## src/hdl/assert_macros.svh

```systemverilog
// Assertion macros included by the page table unit core.
`ifndef ASSERT_MACROS_SVH
`define ASSERT_MACROS_SVH

// The condition must hold at every clock edge outside reset.
`define ASSERT_ALWAYS(label, clk, rst_n, cond, msg) \
    label: assert property (@(posedge clk) disable iff (!rst_n) (cond)) else $error(msg);

// Whenever the antecedent holds, the consequent must hold in the same cycle.
`define ASSERT_IMPLIES(label, clk, rst_n, pre, post, msg) \
    label: assert property (@(posedge clk) disable iff (!rst_n) (pre) |-> (post)) \
        else $error(msg);

`endif

```

## src/hdl/tlpt_ram.sv

```systemverilog
module tlpt_ram #(
    parameter int WIDTH = 8,
    parameter int DEPTH = 16,
    localparam int AW = (DEPTH > 1) ? $clog2(DEPTH) : 1
) (
    input  logic             clk,
    input  logic             we,
    input  logic [AW-1:0]    waddr,
    input  logic [WIDTH-1:0] wdata,
    input  logic             re,
    input  logic [AW-1:0]    raddr,
    output logic [WIDTH-1:0] rdata
);

    logic [WIDTH-1:0] mem [DEPTH];
    logic [WIDTH-1:0] rdata_reg;

    always_ff @(posedge clk)
    begin
        if (we)
        begin
            mem[waddr] <= wdata;
        end
        if (re)
        begin
            rdata_reg <= mem[raddr];
        end
    end

    assign rdata = rdata_reg;

endmodule
```

## config.mk

```make
export PLATFORM = sky130hd
export DESIGN_NAME = tlpt_ram
export DESIGN_NICKNAME = d
export VERILOG_FILES = /design/src/hdl/assert_macros.svh /design/src/hdl/tlpt_ram.sv
export SDC_FILE = /design/constraint.sdc
export NUM_CORES = 1
export LEC_CHECK = 0
export BUFFER_PORTS_ARGS = -buffer_cell sky130_fd_sc_hd__buf_2
export CAP_MARGIN = 20
export CORE_ASPECT_RATIO = 1.4
export CORE_MARGIN = 1
export CORE_UTILIZATION = 65
export CTS_CLUSTER_DIAMETER = 150
export DETAILED_ROUTE_END_ITERATION = 7
export MAX_ROUTING_LAYER = met4
export PLACE_DENSITY = 0.87
export SLEW_MARGIN = 5
export SYNTH_ARGS = -nofsm -noshare
export SYNTH_HDL_FRONTEND = slang
export SYNTH_SLANG_ARGS = --single-unit
```

## constraint.sdc

```tcl
create_clock -name clk -period 4.9 [get_ports clk]
set_input_delay 0.735 -clock clk [delete_from_list [all_inputs] [get_ports clk]]
set_output_delay 0.735 -clock clk [all_outputs]
set_load 0.01 [all_outputs]
```

Word level (Yosys, flattened, before mapping):

Memory sizes are Yosys's and may differ from the RTL's. A register that Yosys moved wholly into a read port is not among the register bits.
Index checks and enable logic that the tools add are counted.

* register bits: 0
* bits in writable memories: 128
* output and inout port bits: 8
* memories kept: 1

* mux-type cells: 2

Memory list
* mem: depth 16, width 8, read ports 1, clocked after memory_dff 1, write ports 1, line tlpt_ram.sv:15 `logic [WIDTH-1:0] mem [DEPTH];`

Operators by type and width (number)
* 1-bit two-way mux: 2

Depth between registers and ports, before layout:

* depth after elaboration: 2
* gate-level depth with buffers: 5
* mapped depth without buffers: 3

Least setup slack after synthesis:

OpenSTA, ideal clock, no wires.

* path kind: input -> register
* start: input waddr[2]
* end: memory mem[0][0], enable pin
* setup time: 0.383 ns
* arrival time: 1.845 ns
* required time: 4.517 ns
* setup slack: 2.672 ns
* stages: 2
* path buffers: 0
* cell sequence: or3b_2 -> nor3_1

RTL lines
* start: declaration: line tlpt_ram.sv:8 `input logic [AW-1:0] waddr,`
* end: declaration: line tlpt_ram.sv:15

No word-level cell before the write port.

==> impl_metrics.py <==
metrics = {
    "cells_and_area": {
        "mostFrequentLayoutCells": "edfxtp_1 (136), buf_2 (26), mux4_2 (18), a22oi_1 (16), clkbuf_16 (16)",
        "fin_nets": 287,
        "n_fill_cell": 409,
        "final_common_cell": "edfxtp_1",
        "areaGrowthSynthToFinish_pct": 12.64,
        "antennaDiodeCount": 0,
        "largest_register_ffs": 128,
        "drive_gt1_share_pct": 24.91,
        "instances_no_fill": 377,
        "final_area_um2": 5888,
        "utilization_pct": 75.98,
    },
    "clocking": {
        "cts.repair.resized": 0,
        "postCtsHoldBufs": 0,
        "clk_latency_ns": 0.52,
        "cts_tree": "built",
        "cts_max_level": 4,
        "clock_path_buffers": 2,
        "clk_pin_slew_worst_paths_ns": 0.06,
        "cts_setup_buffers": 0,
        "clock_sinks": 136,
        "cts_root_buf": "clkbuf_8",
        "numCtsBuffers": 17,
    },
    "timing": {
        "relSlewSlack_pct": 27.73,
        "fin_crit_sh_pct": 46.76,
        "setup_violations": 0,
        "setup_slack_ns": 2.609,
        "slew_violations": 0,
        "tightest_slew_ns": 1.080,
        "fin_skew_ns": 0.006304,
        "rsz0062_at_grt": "no",
        "hold_violations": 0,
        "hold_ws_ns": 0.5847,
        "period_minus_slack_ns": 2.291,
        "clock.fmax_mhz": 436.5,
        "setup_tns_ns": 0,
    },
    "placement": {
        "place_ws_ns": 2.018,
        "dp_hpwl_mm": 6.161,
        "placed_cells": 349,
        "placed_area_um2": 5426,
        "io_buffer_count": 26,
        "gp_congestion": 0.7969,
    },
    "routing": {
        "drt-total-wl_mm": 10.02,
        "ant_nets": 0,
        "viasPerCell": 6.475,
        "dr_wl_met3_um": 734,
        "drtIter0Drc": 245,
        "top_layer_used": "met4",
        "route.detailed.drc": 0,
        "vias": 2441,
        "wl_per_cell_um": 26.59,
        "route.met2.wl_mm": 5.455,
        "drt-met1-wl_mm": 3.657,
        "first_pass_iters": 4,
    },
    "power": {
        "vdd_ir_drop_max_mv": 0.3566,
        "power_mw": 2.444,
        "power.density_nw_per_um2": 415.0,
        "power_leakage_nw": 1.954,
    },
    "logic_synthesis": {
        "synth_cells": 229,
        "synth_area_leaders": "edfxtp_1 (78%), mux4_2 (7.8%), mux4_1 (7.0%)",
        "yosysTopAreaCell": "edfxtp_1",
        "yosys_register_bits": 136,
        "synthesis.area_um2": 5228,
        "yosys_warnings": 0,
        "yosysSeqAreaShare_pct": 78.12,
        "avgSynthCellArea_um2": 22.83,
        "synth.net_count": 248,
        "yosysUniqueCellTypes": 18,
        "synth_top_cell_area_share_pct": 78.12,
    },
    "min_path": {
        "min_from": "re",
        "hp-class": "in2reg",
        "hold_depth": 1,
        "min_to": "rdata[2]",
    },
    "floorplan": {
        "dieWidth_um": 77.79,
        "pin_count": 27,
        "dieHeight_um": 108.1,
        "fp.coreArea_um2": 7750,
        "start_util_pct": 67.45,
        "rows": 38,
        "die-area_um2": 8410,
    },
    "worst_setup_path": {
        "r2r-start": "mem[0][1]",
        "crit_arrival_ns": 2.55,
        "end_kind": "flip-flop",
        "startpoint_type": "input port",
        "worstPathMaxFanout": 32,
        "r2r_slack_ns": 3.35,
        "cp_cell_sequence": "buf_2 -> mux4_1 -> a22oi_1 -> nand2_1",
        "crit_type": "in2reg",
        "cpPeakStageDelay_ns": 0.76,
        "timing.rr.end": "rdata[1]",
        "cp_slowest_cell": "buf_2",
        "crit_required_ns": 5.16,
        "rr_worst_depth": 3,
    },
    "global_route": {
        "groute.usage.overall_pct": 27.72,
        "grt_antenna_before_repair": 0,
        "grt_pass1_vias": 2658,
        "grt_pass1_wl_mm": 14.84,
        "grt_max_degree": 33,
        "grt-ovfl-total": 0,
    },
    "run": {
        "cap_violations": 0,
    },
    "run_status": {
        "status": "finished, final reports clean",
    },
}
[where the power goes]
part / internal, mW / switching (mW)
Sequential: 1.31 / 0.00780
Combinational: 0.0458 / 0.0683
Clock: 0.596 / 0.414
[layer usage]
| metal | track usage (%) | vias up |
|---|---|---|
| met5 | - | - |
| met4 | 16.44 | 0 |
| met3 | 7.089 | 17 |
| met2 | 44.63 | 123 |
| met1 | 31.59 | 1249 |
| li1 | - | 1052 |
[worst max-delay path by stage]
| stage | start | end | slack (ns) | cells past startpoint |
|---|---|---|---|---|
| final | raddr[0] | rdata[0] | 2.61 | 4 |
| after global routing | raddr[0] | rdata[5] | 2.49 | 4 |
| after CTS | raddr[0] | rdata[2] | 2.58 | 4 |
| after detailed placement | raddr[0] | rdata[2] | 2.02 | 4 |
| after global placement | raddr[0] | rdata[5] | 2.09 | 4 |
| after floorplan | waddr[2] | mem[0][0] | 2.67 | 2 |
[critical path: cells and delay by family]
| kind | cells | cell delay, ns |
|---|---|---|
| compound gates | 1 | 0.28 |
| mux | 1 | 0.66 |
| buf+inv | 1 | 0.76 |
| simple gates | 1 | 0.10 |
[synthesized netlist by cell type]
cell             number
buf_4                 1
nand2b_1              2
a22oi_1              16
nand2_1               9
clkdlybuf4s25_2       3
nor2_1               13
buf_2                 3
nor2b_1               1
mux4_1               14
and2_1                1
nand3_1               1
mux4_2               18
or3b_2                1
nor3_1                4
nand3b_1              2
and2b_1               1
buf_6                 3
edfxtp_1            136
[cell families after synthesis]
kind of cell	count (synthesis)	synth area share, %
DFF	136	78.12
muxes	32	14.79
buffers and inverters	10	1.651
and+or+nand+nor	35	3.136
AOI/OAI and AO/OA	16	2.298
[layout make-up]
type                            count  area (um2)  share of cell area (%)
Tap cell                          100       125.1                   2.125
Clock buffer                       20       425.4                   7.225
Sequential cell                   136        4084                   69.36
Clock inverter                      8       36.28                  0.6162
Multi-Input combinational cell     83        1057                   17.96
Timing Repair Buffer               30       160.2                   2.720
Power figures use the tool's default switching activity.
